<file path="src/sv/ple_pkg.sv">
// Shared types, constants and helpers for the piecewise-linear envelope generator.
// Used by ple_table, ple_arith and piecewise_linear_envelope; depends on nothing.
package ple_pkg;

  // Table geometry and field widths.
  localparam int MaxPoints = 8;
  localparam int PtIdxW    = $clog2(MaxPoints);
  localparam int TickW     = 24;
  localparam int LevelW    = 16;
  localparam int CountW    = 4;
  localparam int CfgIdxW   = 1;
  localparam int CfgDataW  = 24;
  localparam int StepW     = $clog2(LevelW);

  // Reset values.
  localparam logic [TickW-1:0]  ResetTime1   = 24'd1000000;
  localparam logic [TickW-1:0]  DecayReset   = 24'd100000;
  localparam logic [CountW-1:0] CountReset   = 4'd2;
  localparam logic [CountW-1:0] CountMin     = 4'd2;

  // Configuration register indexes.
  localparam logic [CfgIdxW-1:0] CfgPointCount = 1'd0;
  localparam logic [CfgIdxW-1:0] CfgDecayTime  = 1'd1;

  // Input item kinds.
  localparam logic ModeLoad = 1'b0;
  localparam logic ModeEval = 1'b1;

  typedef struct packed {
    logic [TickW-1:0]  ptime;
    logic [LevelW-1:0] plevel;
  } tbl_entry_t;

  typedef struct packed {
    logic              we;
    logic              re;
    logic [PtIdxW-1:0] addr;
    tbl_entry_t        wdata;
  } tbl_req_t;

  typedef struct packed {
    logic              start;
    logic [LevelW-1:0] mag;
    logic [TickW-1:0]  dt;
    logic [TickW-1:0]  span;
  } arith_req_t;

  typedef struct packed {
    logic              done;
    logic [LevelW-1:0] quotient;
  } arith_rsp_t;

  typedef enum logic [2:0] {
    S_IDLE,
    S_SUS_CHK,
    S_SUS_LVL,
    S_SCAN,
    S_LO,
    S_DIV
  } ple_state_e;

  typedef enum logic [1:0] {
    A_IDLE,
    A_MUL,
    A_DIV
  } arith_state_e;

  // Contents of a table entry that has not been written since reset.
  function automatic tbl_entry_t reset_entry(input logic [PtIdxW-1:0] addr);
    tbl_entry_t e;
    e.ptime  = (addr == PtIdxW'(1)) ? ResetTime1 : '0;
    e.plevel = '0;
    return e;
  endfunction

endpackage

</file>
<file path="src/sv/ple_table.sv">
// Breakpoint table: one synchronous memory of (time, level) pairs with registered reads.
// Unwritten entries read as their reset values through per-entry valid bits. Uses ple_pkg.
module ple_table import ple_pkg::*; (
  input  logic       clk_i,
  input  logic       rst_ni,
  input  tbl_req_t   req_i,
  output tbl_entry_t rdata_o
);

  tbl_entry_t              mem_q [MaxPoints];
  logic [MaxPoints-1:0]    valid_q;
  tbl_entry_t              rd_q;
  logic                    rd_valid_q;
  logic [PtIdxW-1:0]       rd_addr_q;

  // Memory array: one write or one read per cycle, read data registered.
  always_ff @(posedge clk_i) begin
    if (req_i.we) begin
      mem_q[req_i.addr] <= req_i.wdata;
    end
    if (req_i.re) begin
      rd_q      <= mem_q[req_i.addr];
      rd_addr_q <= req_i.addr;
    end
  end

  // Valid bits mark entries written since reset.
  always_ff @(posedge clk_i or negedge rst_ni) begin
    if (!rst_ni) begin
      valid_q    <= '0;
      rd_valid_q <= 1'b0;
    end else begin
      if (req_i.we) begin
        valid_q[req_i.addr] <= 1'b1;
      end
      if (req_i.re) begin
        rd_valid_q <= valid_q[req_i.addr];
      end
    end
  end

  // An entry never written returns its reset contents.
  assign rdata_o = rd_valid_q ? rd_q : reset_entry(rd_addr_q);

  // The sequencer never writes and reads the table in the same cycle.
  a_no_rw_overlap: assert property (@(posedge clk_i) disable iff (!rst_ni)
    !(req_i.we && req_i.re))
    else $error("table written and read in the same cycle");

  // A write leaves the entry marked valid.
  a_write_sets_valid: assert property (@(posedge clk_i) disable iff (!rst_ni)
    req_i.we |=> valid_q[$past(req_i.addr)])
    else $error("written entry not marked valid");

  // A read of a valid entry returns the stored contents.
  a_read_valid: assert property (@(posedge clk_i) disable iff (!rst_ni)
    (req_i.re && valid_q[req_i.addr]) |=> rd_valid_q)
    else $error("read of written entry returned reset contents");

endmodule

</file>
<file path="src/sv/ple_arith.sv">
// Shared multiply and serial divide unit: quotient = (mag * dt) / span, truncated.
// The quotient must fit in LevelW bits (dt <= span). Uses ple_pkg.
module ple_arith import ple_pkg::*; (
  input  logic       clk_i,
  input  logic       rst_ni,
  input  arith_req_t req_i,
  output arith_rsp_t rsp_o
);

  arith_state_e      state_q, state_d;
  logic [LevelW-1:0] mag_q, mag_d;
  logic [TickW-1:0]  dt_q, dt_d;
  logic [TickW-1:0]  span_q, span_d;
  logic [TickW-1:0]  rem_q, rem_d;
  logic [LevelW-1:0] quo_q, quo_d;
  logic [StepW-1:0]  cnt_q, cnt_d;
  logic              done_q, done_d;
  logic [TickW+LevelW-1:0] prod;
  logic [TickW:0]    trial;
  logic [TickW:0]    diff;
  logic              ge;

  // One restoring step: shift in the next dividend bit and try to subtract.
  assign prod  = (TickW+LevelW)'(mag_q) * (TickW+LevelW)'(dt_q);
  assign trial = {rem_q, quo_q[LevelW-1]};
  assign diff  = trial - {1'b0, span_q};
  assign ge    = (trial >= {1'b0, span_q});

  // Next state.
  always_comb begin
    state_d = state_q;
    case (state_q)
      A_IDLE: begin
        if (req_i.start) state_d = A_MUL;
      end
      A_MUL: begin
        state_d = A_DIV;
      end
      A_DIV: begin
        if (cnt_q == StepW'(LevelW - 1)) state_d = A_IDLE;
      end
      default: state_d = A_IDLE;
    endcase
  end

  // Datapath updates.
  always_comb begin
    mag_d  = mag_q;
    dt_d   = dt_q;
    span_d = span_q;
    rem_d  = rem_q;
    quo_d  = quo_q;
    cnt_d  = cnt_q;
    done_d = 1'b0;
    case (state_q)
      A_IDLE: begin
        if (req_i.start) begin
          mag_d  = req_i.mag;
          dt_d   = req_i.dt;
          span_d = req_i.span;
        end
      end
      A_MUL: begin
        // Upper product bits are below span since the quotient fits LevelW bits.
        rem_d = prod[TickW+LevelW-1:LevelW];
        quo_d = prod[LevelW-1:0];
        cnt_d = '0;
      end
      A_DIV: begin
        rem_d = ge ? diff[TickW-1:0] : trial[TickW-1:0];
        quo_d = {quo_q[LevelW-2:0], ge};
        cnt_d = cnt_q + StepW'(1);
        if (cnt_q == StepW'(LevelW - 1)) done_d = 1'b1;
      end
      default: ;
    endcase
  end

  always_ff @(posedge clk_i or negedge rst_ni) begin
    if (!rst_ni) begin
      state_q <= A_IDLE;
      done_q  <= 1'b0;
      cnt_q   <= '0;
    end else begin
      state_q <= state_d;
      done_q  <= done_d;
      cnt_q   <= cnt_d;
    end
  end

  always_ff @(posedge clk_i) begin
    mag_q  <= mag_d;
    dt_q   <= dt_d;
    span_q <= span_d;
    rem_q  <= rem_d;
    quo_q  <= quo_d;
  end

  assign rsp_o.done     = done_q;
  assign rsp_o.quotient = quo_q;

  // The partial remainder stays below the divisor throughout the divide.
  a_rem_bound: assert property (@(posedge clk_i) disable iff (!rst_ni)
    (state_q == A_DIV) |-> (rem_q < span_q))
    else $error("partial remainder not below divisor");

  // Completion follows the last divide step only.
  a_done_after_div: assert property (@(posedge clk_i) disable iff (!rst_ni)
    done_q |-> ($past(state_q) == A_DIV) && (state_q == A_IDLE))
    else $error("divide completion out of sequence");

  // A start request is only made while the unit is free.
  a_start_idle: assert property (@(posedge clk_i) disable iff (!rst_ni)
    req_i.start |-> (state_q == A_IDLE))
    else $error("divide started while busy");

endmodule

</file>
<file path="src/sv/piecewise_linear_envelope.sv">
// Top level of the piecewise-linear envelope generator: command port, sequencer and
// configuration registers. Depends on ple_pkg, ple_table and ple_arith.
//
// Items are taken on start while busy is low. A load item writes one breakpoint and busy
// stays low. A release evaluate at or past the decay time returns its result in the next
// cycle. A release ramp runs a multiply and a serial divide; a held evaluate reads the table
// once per segment visited on the single memory port, then runs at most a multiply and a
// 16-step serial divide. Each result appears for exactly one cycle with valid_o high and
// must be taken then; the next item may be started while it shows.
module piecewise_linear_envelope import ple_pkg::*; (
  input  logic                clk_i,
  input  logic                rst_ni,
  input  logic                start,
  output logic                busy,
  input  logic                mode_i,
  input  logic [2:0]          point_index_i,
  input  logic [TickW-1:0]    point_time_i,
  input  logic [LevelW-1:0]   point_level_i,
  input  logic [TickW-1:0]    elapsed_time_i,
  input  logic                key_pressed_i,
  input  logic                cfg_we_i,
  input  logic [CfgIdxW-1:0]  cfg_index_i,
  input  logic [CfgDataW-1:0] cfg_data_i,
  output logic                valid_o,
  output logic [LevelW-1:0]   level_o,
  output logic                releasing_o
);

  ple_state_e         state_q, state_d;
  logic [CountW-1:0]  count_q;
  logic [TickW-1:0]   decay_q;
  logic [PtIdxW-1:0]  seg_q, seg_d;
  logic [LevelW-1:0]  rel_q, rel_d;
  logic [TickW-1:0]   t_q, t_d;
  logic [TickW-1:0]   x1_q, x1_d;
  logic [LevelW-1:0]  y1_q, y1_d;
  logic [LevelW-1:0]  y0_q, y0_d;
  logic               up_q, up_d;
  logic               ramp_q, ramp_d;
  logic               valid_q, valid_d;
  logic [LevelW-1:0]  level_q, level_d;
  logic               releasing_q, releasing_d;

  tbl_req_t           tbl_req;
  tbl_entry_t         rd;
  arith_req_t         arith_req;
  arith_rsp_t         arith_rsp;

  logic               accept;
  logic [CountW-1:0]  n_used;
  logic [PtIdxW-1:0]  last;
  logic [PtIdxW-1:0]  seg_clamp;
  logic               sus_hit;
  logic               scan_more;
  logic               flat_seg;
  logic               decay_zero;
  logic [TickW-1:0]   t_clamp;
  logic [LevelW-1:0]  div_level;

  ple_table u_table (
    .clk_i   (clk_i),
    .rst_ni  (rst_ni),
    .req_i   (tbl_req),
    .rdata_o (rd)
  );

  ple_arith u_arith (
    .clk_i  (clk_i),
    .rst_ni (rst_ni),
    .req_i  (arith_req),
    .rsp_o  (arith_rsp)
  );

  // Configuration registers.
  always_ff @(posedge clk_i or negedge rst_ni) begin
    if (!rst_ni) begin
      count_q <= CountReset;
      decay_q <= DecayReset;
    end else if (cfg_we_i) begin
      case (cfg_index_i)
        CfgPointCount: count_q <= cfg_data_i[CountW-1:0];
        CfgDecayTime:  decay_q <= cfg_data_i[TickW-1:0];
        default: ;
      endcase
    end
  end

  // Decisions shared by the sequencer blocks.
  assign accept = start && !busy;

  always_comb begin
    if (count_q < CountMin) begin
      n_used = CountMin;
    end else if (32'(count_q) > MaxPoints) begin
      n_used = CountW'(MaxPoints);
    end else begin
      n_used = count_q;
    end
  end

  assign last       = PtIdxW'(n_used - CountW'(1));
  assign seg_clamp  = (seg_q > last) ? last : seg_q;
  assign sus_hit    = (t_q > rd.ptime);
  assign scan_more  = (seg_q < last) && (t_q > rd.ptime);
  assign flat_seg   = (x1_q <= rd.ptime);
  assign decay_zero = (decay_q == '0) || (elapsed_time_i >= decay_q);
  assign t_clamp    = (t_q < rd.ptime) ? rd.ptime : ((t_q > x1_q) ? x1_q : t_q);
  assign div_level  = ramp_q ? arith_rsp.quotient :
                      (up_q ? (y0_q + arith_rsp.quotient) : (y0_q - arith_rsp.quotient));

  // Next state.
  always_comb begin
    state_d = state_q;
    case (state_q)
      S_IDLE: begin
        if (accept && (mode_i == ModeEval)) begin
          if (key_pressed_i) begin
            state_d = S_SUS_CHK;
          end else if (!decay_zero) begin
            state_d = S_DIV;
          end
        end
      end
      S_SUS_CHK: state_d = sus_hit ? S_SUS_LVL : S_SCAN;
      S_SUS_LVL: state_d = S_IDLE;
      S_SCAN:    state_d = scan_more ? S_SCAN : S_LO;
      S_LO:      state_d = flat_seg ? S_IDLE : S_DIV;
      S_DIV:     state_d = arith_rsp.done ? S_IDLE : S_DIV;
      default:   state_d = S_IDLE;
    endcase
  end

  // Table accesses, divide requests and register updates.
  always_comb begin
    tbl_req         = '0;
    arith_req       = '0;
    seg_d           = seg_q;
    rel_d           = rel_q;
    t_d             = t_q;
    x1_d            = x1_q;
    y1_d            = y1_q;
    y0_d            = y0_q;
    up_d            = up_q;
    ramp_d          = ramp_q;
    valid_d         = 1'b0;
    level_d         = level_q;
    releasing_d     = releasing_q;
    case (state_q)
      S_IDLE: begin
        if (accept) begin
          t_d = elapsed_time_i;
          if (mode_i == ModeLoad) begin
            // Load: write one breakpoint and restart the segment scan.
            if (32'(point_index_i) < MaxPoints) begin
              tbl_req.we           = 1'b1;
              tbl_req.addr         = PtIdxW'(point_index_i);
              tbl_req.wdata.ptime  = point_time_i;
              tbl_req.wdata.plevel = point_level_i;
            end
            seg_d = PtIdxW'(1);
          end else if (key_pressed_i) begin
            // Held key: first look at the second-to-last breakpoint time.
            tbl_req.re   = 1'b1;
            tbl_req.addr = PtIdxW'(n_used - CountW'(2));
            ramp_d       = 1'b0;
          end else begin
            // Release ramp from the last held level.
            seg_d  = PtIdxW'(1);
            ramp_d = 1'b1;
            if (decay_zero) begin
              valid_d     = 1'b1;
              level_d     = '0;
              releasing_d = 1'b1;
            end else begin
              arith_req.start = 1'b1;
              arith_req.mag   = rel_q;
              arith_req.dt    = decay_q - elapsed_time_i;
              arith_req.span  = decay_q;
            end
          end
        end
      end
      S_SUS_CHK: begin
        tbl_req.re = 1'b1;
        if (sus_hit) begin
          seg_d        = last;
          tbl_req.addr = last;
        end else begin
          seg_d        = seg_clamp;
          tbl_req.addr = seg_clamp;
        end
      end
      S_SUS_LVL: begin
        valid_d     = 1'b1;
        level_d     = rd.plevel;
        releasing_d = 1'b0;
        rel_d       = rd.plevel;
      end
      S_SCAN: begin
        // Walk forward while time lies past the current segment end.
        tbl_req.re = 1'b1;
        if (scan_more) begin
          seg_d        = seg_q + PtIdxW'(1);
          tbl_req.addr = seg_q + PtIdxW'(1);
        end else begin
          x1_d         = rd.ptime;
          y1_d         = rd.plevel;
          tbl_req.addr = seg_q - PtIdxW'(1);
        end
      end
      S_LO: begin
        // Segment start is on the read port; an empty segment gives its start level.
        y0_d = rd.plevel;
        up_d = (y1_q >= rd.plevel);
        if (flat_seg) begin
          valid_d     = 1'b1;
          level_d     = rd.plevel;
          releasing_d = 1'b0;
          rel_d       = rd.plevel;
        end else begin
          arith_req.start = 1'b1;
          arith_req.mag   = (y1_q >= rd.plevel) ? (y1_q - rd.plevel) : (rd.plevel - y1_q);
          arith_req.dt    = t_clamp - rd.ptime;
          arith_req.span  = x1_q - rd.ptime;
        end
      end
      S_DIV: begin
        if (arith_rsp.done) begin
          valid_d     = 1'b1;
          level_d     = div_level;
          releasing_d = ramp_q;
          if (!ramp_q) rel_d = div_level;
        end
      end
      default: ;
    endcase
  end

  always_ff @(posedge clk_i or negedge rst_ni) begin
    if (!rst_ni) begin
      state_q <= S_IDLE;
      seg_q   <= PtIdxW'(1);
      rel_q   <= '0;
      valid_q <= 1'b0;
    end else begin
      state_q <= state_d;
      seg_q   <= seg_d;
      rel_q   <= rel_d;
      valid_q <= valid_d;
    end
  end

  always_ff @(posedge clk_i) begin
    t_q         <= t_d;
    x1_q        <= x1_d;
    y1_q        <= y1_d;
    y0_q        <= y0_d;
    up_q        <= up_d;
    ramp_q      <= ramp_d;
    level_q     <= level_d;
    releasing_q <= releasing_d;
  end

  assign busy        = (state_q != S_IDLE);
  assign valid_o     = valid_q;
  assign level_o     = level_q;
  assign releasing_o = releasing_q;

  // The segment pointer never points at the first breakpoint's left side.
  a_seg_nonzero: assert property (@(posedge clk_i) disable iff (!rst_ni)
    seg_q != '0)
    else $error("segment pointer reached zero");

  // A held-key result is remembered as the release starting level.
  a_rel_tracks: assert property (@(posedge clk_i) disable iff (!rst_ni)
    (valid_o && !releasing_o) |-> (level_o == rel_q))
    else $error("release level does not follow held output");

  // A result always closes an evaluate: the sequencer is back at rest.
  a_result_idle: assert property (@(posedge clk_i) disable iff (!rst_ni)
    valid_o |-> (state_q == S_IDLE))
    else $error("result strobe while sequencer busy");

  // A divide finishes only while the sequencer waits for it.
  a_div_wait: assert property (@(posedge clk_i) disable iff (!rst_ni)
    arith_rsp.done |-> (state_q == S_DIV))
    else $error("divide finished outside wait state");

endmodule
</file>
<file path="config.mk">
export PLATFORM = sky130hd
export DESIGN_NAME = piecewise_linear_envelope
export DESIGN_NICKNAME = d
export VERILOG_FILES = /design/src/sv/ple_pkg.sv /design/src/sv/ple_table.sv /design/src/sv/ple_arith.sv /design/src/sv/piecewise_linear_envelope.sv
export SDC_FILE = /design/constraint.sdc
export NUM_CORES = 2
export LEC_CHECK = 0
export ABC_AREA = 1
export ABC_CLOCK_PERIOD_IN_PS = 12400
export BUFFER_PORTS_ARGS = -buffer_cell sky130_fd_sc_hd__buf_4
export CORE_ASPECT_RATIO = 1.5
export CORE_MARGIN = 8
export CORE_UTILIZATION = 35
export CTS_BUF_LIST = sky130_fd_sc_hd__clkbuf_4 sky130_fd_sc_hd__clkbuf_8
export DETAILED_ROUTE_END_ITERATION = 8
export SLEW_MARGIN = 25
export SYNTH_ARGS = -nofsm -noshare
export SYNTH_HDL_FRONTEND = slang
export SYNTH_SLANG_ARGS = --single-unit
export TNS_END_PERCENT = 1
</file>
<file path="constraint.sdc">
create_clock -name clk_i -period 12.4 [get_ports clk_i]
set_input_delay 2.48 -clock clk_i [delete_from_list [all_inputs] [get_ports clk_i]]
set_output_delay 2.48 -clock clk_i [all_outputs]
set_load 0.02 [all_outputs]
</file>
### After elaboration in Yosys (flattened, before gate mapping)

Memories as Yosys holds them, arrays and structs flattened. A register that Yosys moved wholly into a read port is not among the register bits.
Index checks and enable logic that the tools add are counted.
Widths: inputs -> output; s select.

* bits of input ports: 98
* memories: 1
* memory bits (writable): 320
* flip-flop bits (word level): 273
* output and inout port bits: 19

* $lt $le $gt $ge: 13
* muxes and demuxes: 80
* equality and inequality tests: 22
* add/sub/neg operators: 13
* multiply operators: 1
* bitwise operators: 3
* reduce and logical (&&, ||, !) cells: 25

Memory list
* u_table.mem_q: words 8, width 40, rd ports 1, clocked after Yosys merged registers in 1, write ports 1, RTL line ple_table.sv:10 `tbl_entry_t mem_q [MaxPoints];`

Operator list (count)
* $mux 65: 5
* $mux 16: 11
* $pmux 65 s2: 1
* $mux 40: 3
* $sub 24x24->24: 4
* $mux 24: 3
* $pmux 16 s4: 1
* $gt 24x24->1: 2
* $mux 3: 16
* $pmux 16 s3: 1
* $pmux 24 s2: 1
* $sub 16x16->16: 3
* $mux 45: 1
* $mul 16x24->40: 1
* $pmux 16 s2: 1
* $ge 25x24->1: 1
* $ge 24x24->1: 1
* $le 24x24->1: 1
* $logic_not 24->1: 1
* $lt 24x24->1: 1
* $mux 1: 23
* $mux 20: 1
* $ne 2x2->1 const B: 9
* $add 16x16->16: 1
* other kinds (43): 64

### Longest topological paths before layout

* depth in word-level cells: 13
* mapped depth: 33

### Cells and area by module

From an unflattened synthesis, not the netlist that was laid out.

* cells, all modules: 5924
* area total of the unflattened synthesis: 49402.4 um^2

Modules (own cells, without submodules)
* ple_arith: cells each 2595, seq. area each 3298.2 um^2, area an instance 19513.7 um^2, times used 1
* piecewise_linear_envelope: cells each 2098, seq. area each 4259.1 um^2, area an instance 15117.0 um^2, times used 1
* ple_table: cells each 1231, seq. area each 11125.7 um^2, area an instance 14771.7 um^2, times used 1

### Worst setup path before layout

Ideal clock, no wire load.

* path type: input port to flip-flop
* start: in elapsed_time_i[0]
* end: reg u_arith.dt_q[0] (enable)
* setup time: 0.507 ns
* stages on the path: 14
* required time: 11.893 ns
* arrival: 7.239 ns
* path slack: 4.654 ns
* path through: ha_1 -> inv_1 -> fa_1 -> nand3_1 -> nand2_1 -> a21oi_1 -> o21ai_1 -> nand2_1 -> nand2_1 -> nand2_1 -> nand2_1 -> nand3_1 -> clkbuf_1 -> a21oi_1

* word-level cells in the longest chain between the ends: 8

RTL lines
* start: declaration: RTL line piecewise_linear_envelope.sv:19 `input logic [TickW-1:0] elapsed_time_i,`
* $ge 24x24->1: RTL line piecewise_linear_envelope.sv:106 `assign decay_zero = (decay_q == '0) || (elapsed_time_i >= decay_q);`
* $logic_or 1x1->1: RTL line piecewise_linear_envelope.sv:106
* $mux 65: RTL line piecewise_linear_envelope.sv:170 `if (decay_zero) begin`
* $mux 65: RTL line piecewise_linear_envelope.sv:161 `end else if (key_pressed_i) begin`
* $mux 65: RTL line piecewise_linear_envelope.sv:152 `if (mode_i == ModeLoad) begin`
* $mux 65: RTL line piecewise_linear_envelope.sv:150 `if (accept) begin`
* $pmux 65 s2: RTL line piecewise_linear_envelope.sv:148 `case (state_q)`
* $reduce_and 2->1 (no line)
* end signal: assignment: RTL line ple_arith.sv:93 `dt_q <= dt_d;`
* end: declaration: RTL line ple_arith.sv:12 `logic [TickW-1:0] dt_q, dt_d;`

Every way passes these cells.
A chain may end at the register's enable or synchronous reset.

### Worst setup path after layout

* start: reg u_arith.mag_q[10]
* end: reg u_arith.rem_q[23], data pin

* word-level cells in the longest chain between the ends: 2

RTL lines
* start: declaration: RTL line ple_arith.sv:11 `logic [LevelW-1:0] mag_q, mag_d;`
* start signal: assignment: RTL line ple_arith.sv:92 `mag_q <= mag_d;`
* $mul 16x24->40: RTL line ple_arith.sv:24 `assign prod = (TickW+LevelW)'(mag_q) * (TickW+LevelW)'(dt_q);`
* $pmux 24 s2: RTL line ple_arith.sv:55 `case (state_q)`
* net u_arith.rem_d[23]: RTL line ple_arith.sv:14 `logic [TickW-1:0] rem_q, rem_d;`
* end signal: assignment: RTL line ple_arith.sv:95 `rem_q <= rem_d;`
* end: declaration: RTL line ple_arith.sv:14

The timed path passes the listed nets, and every way through them passes these cells.

==> impl_metrics.ini <==
[worst_setup_path]
slowest_stage = edfxtp_1
critPathMaxFanout = 24
critPathKind = register to register
crit_buf_inv = 3
cp_common_cell = fa_1
r2r-start = u_arith.mag_q[10]$_DFFE_PP_
r2r_slack_ns = 5.03
cp_cell_sequence = nand2_1, fa_1, inv_1, fa_1, fa_1, fa_1, fa_1, inv_1, fa_1, inv_1, ha_1, nand2_1, nor2_1, nand2_1, nor4b_1, nand3_1, nand3_1, a21boi_0, xor2_1, nand2_1, nand2_1
cp_num_cells = 21
worstPathRequired_ns = 12.92
crit_path_max_incr_delay_ns = 1.08
crit_arrival_ns = 7.89
cp_top_family = adder cells
cp-start-kind = register
r2r_cells = 21
crit_end = u_arith.rem_q[23]$_DFFE_PP_
r2r-end = u_arith.rem_q[23]$_DFFE_PP_
critical_path.endpoint_type = register
crit_path_start = u_arith.mag_q[10]$_DFFE_PP_

[floorplan]
die_height_um = 465.0
core_mm2 = 0.1342
placementRows = 165
die_area_mm2 = 0.1466
io_pins = 117
die_w_um = 315.3
start_util_pct = 35.05

[timing]
finalCriticalPeriod_ns = 7.367
setup_viol = 0
final_hold_viol_count = 0
skew_ns = 0.04981
worst_pin_slew_ns = 1.117
tns_ns = 0
max_slew_margin_pct = 25.52
slew_violations = 0
period_share_pct = 59.41
fmax_mhz = 135.7
rsz0062_at_grt = false

[cts]
cts.sinks = 633
cts_buffer_depth = 3
htree_levels = 3
cts-resized-gates = 0
clk_pin_slew_ns = 0.08
cts_root_buf = clkbuf_8
cts_tree = built
post_cts_buffers = 0
numCtsBuffers = 91
ctsHoldBuffers = 0
clock_latency_ns = 0.79

[global_route]
overflow = 0
antenna_found_initial = 2
grt_max_degree = 100
grt_usage_pct = 18.19
grt_pass1_wl_um = 209400
first_global_vias = 37800

[placed_design]
dp_hpwl_um = 102000
place.gp.congestion = 0.9428
portBuffers = 116

[synth]
yosys_most_used_dff = edfxtp_1
synth-edff-count = 566
synth_area_mm2 = 0.04704
synth_top_cell_by_area = edfxtp_1
synth_top_area_share_pct = 36.13
yosysMostFrequentCell = nand2_1
yosysSeqAreaShare_pct = 39.72
ys_top_cells_by_area = edfxtp_1 36%, fa_1 13%, nand2_1 11%
synth-seq-cells = 633
syn_inst = 5238
yosysUniqueCellTypes = 63
syn_nets = 5961
avgSynthCellArea_um2 = 8.980
synthArstFlopShare_pct = 10.58
yosys_warnings = 0
synth_common_cells = 1355 x nand2_1, 867 x inv_1, 566 x edfxtp_1, 313 x fa_1, 312 x ha_1

[routing]
routed_wl_um = 133900
drt_pre_antenna_iters = 6
drtIter0Drc = 2338
via_per_inst = 4.993
ant_nets = 0
vias = 35620
wire_per_inst_um = 18.78
drc_errors = 0

[min_path]
hold_path.class = register to register

[cells_and_area]
drive_above_1_share_pct = 7.887
multi_input_comb_area_mm2 = 0.02433
nets = 6025
regArea_mm2 = 0.01868
area_growth_pct = 9.582
fill_cells = 13600

[status]
status = finished, final reports clean

[flow_run]
maxCapViolCount = 0
-- worst min path at each step --
stage | startpoint | cells past startpoint | slack (ns) | end
5_1_grt | u_table.valid_q[2]$_DFFE_PN0P_ | 2 | 0.49 | u_table.valid_q[2]$_DFFE_PN0P_
3_3_place_gp | u_table.valid_q[0]$_DFFE_PN0P_ | 1 | 0.45 | u_table.valid_q[0]$_DFFE_PN0P_
3_5_place_dp | u_table.valid_q[1]$_DFFE_PN0P_ | 1 | 0.46 | u_table.valid_q[1]$_DFFE_PN0P_
2_1_floorplan | u_table.valid_q[2]$_DFFE_PN0P_ | 2 | 0.42 | u_table.valid_q[2]$_DFFE_PN0P_
6_report | u_table.valid_q[1]$_DFFE_PN0P_ | 1 | 0.47 | u_table.valid_q[1]$_DFFE_PN0P_
4_1_cts | u_table.valid_q[1]$_DFFE_PN0P_ | 1 | 0.47 | u_table.valid_q[1]$_DFFE_PN0P_
-- stage by stage --
step | setup slack, ns | hold WS (ns) | cells | utilization (%) | area [um^2]
4_1_cts | 5.015 | 0.4744 | 7127 | 38.37 | 51490
6_report | 5.033 | 0.4736 | 7133 | 38.41 | 51540
2_1_floorplan | 4.654 | 0.4244 | 5238 | - | 47040
3_3_place_gp | 4.531 | 0.4505 | 6960 | 37.03 | 49690
3_5_place_dp | 4.414 | 0.4569 | 6960 | 37.03 | 49690
5_1_grt | 4.814 | 0.4854 | 7131 | 38.41 | 51540
-- placed cells by master (no fill, tap or decap), drive strengths merged, types with 51 or more instances in the layout --
cell and n:
inv 881, xnor2 59, nand3 103, buf 158, a21oi 266, nand4 67, o21ai 324, nand2 1359
edfxtp 566, xor2 62, fa 313, clkinv 51, dfrtp 59, o211ai 75, nor2 280, clkbuf 114
or2 84, ha 312
-- kinds of logic (layout without fill, tap and decap cells) --
logic type                 after synthesis  after routing  share of synthesized area, %
AOI/OAI and AO/OA                      823            823                         10.01
xor gates and xnor gates               121            121                         2.253
other                                    0              4                             0
and+or+nand+nor                       1943           1943                         17.09
DFF                                    633            633                         39.72
buffers and inverters                 1071           1209                         8.797
adders and majority gates              625            625                         21.62
muxes                                   22             22                        0.5134
-- state kept, by name (all words and copies together) (netlist names), 16 cells and up --
name / flops
y1_q: 16
y0_q: 16
u_arith.quo_q: 16
decay_q: 24
t_q: 24
u_table.rd_q: 40
x1_q: 24
u_table.mem_q: 320
u_arith.rem_q: 24
u_arith.dt_q: 24
u_arith.mag_q: 16
rel_q: 16
u_arith.span_q: 24
level_o: 16
-- final cells by class --
cell class	count	area share, %
inverters	884	6.467
repair buffers	158	2.330
clock buffers	114	2.838
multi-input cells	3534	47.20
well taps	1753	4.255
diodes	4	0.01942
flip-flops and latches	633	36.25
clock inverters	53	0.6457
-- worst register-to-register path, delay by kind of cell, from the launching register on --
kind,cells,cell delay (ns)
adder cells (fa/ha/maj),7,3.56
AND/OR/NAND/NOR,9,2.01
flip-flops,1,1.08
XOR/XNOR,1,0.17
buffers and inverters,3,0.16
AO/OA/AOI/OAI,1,0.16
-- metal layers --
layer / vias up / GRT usage [%] / wire (um)
met4: 0 / 7.307 / 5228
met3: 277 / 2.306 / 5773
met1: 17300 / 20.93 / 53110
met5: - / 0 / 0
li1: 17160 / - / -
met2: 876 / 33.83 / 69820
Power is not shown: default switching activity piles up to over one toggle a cycle in this logic, so the estimate is an artifact.
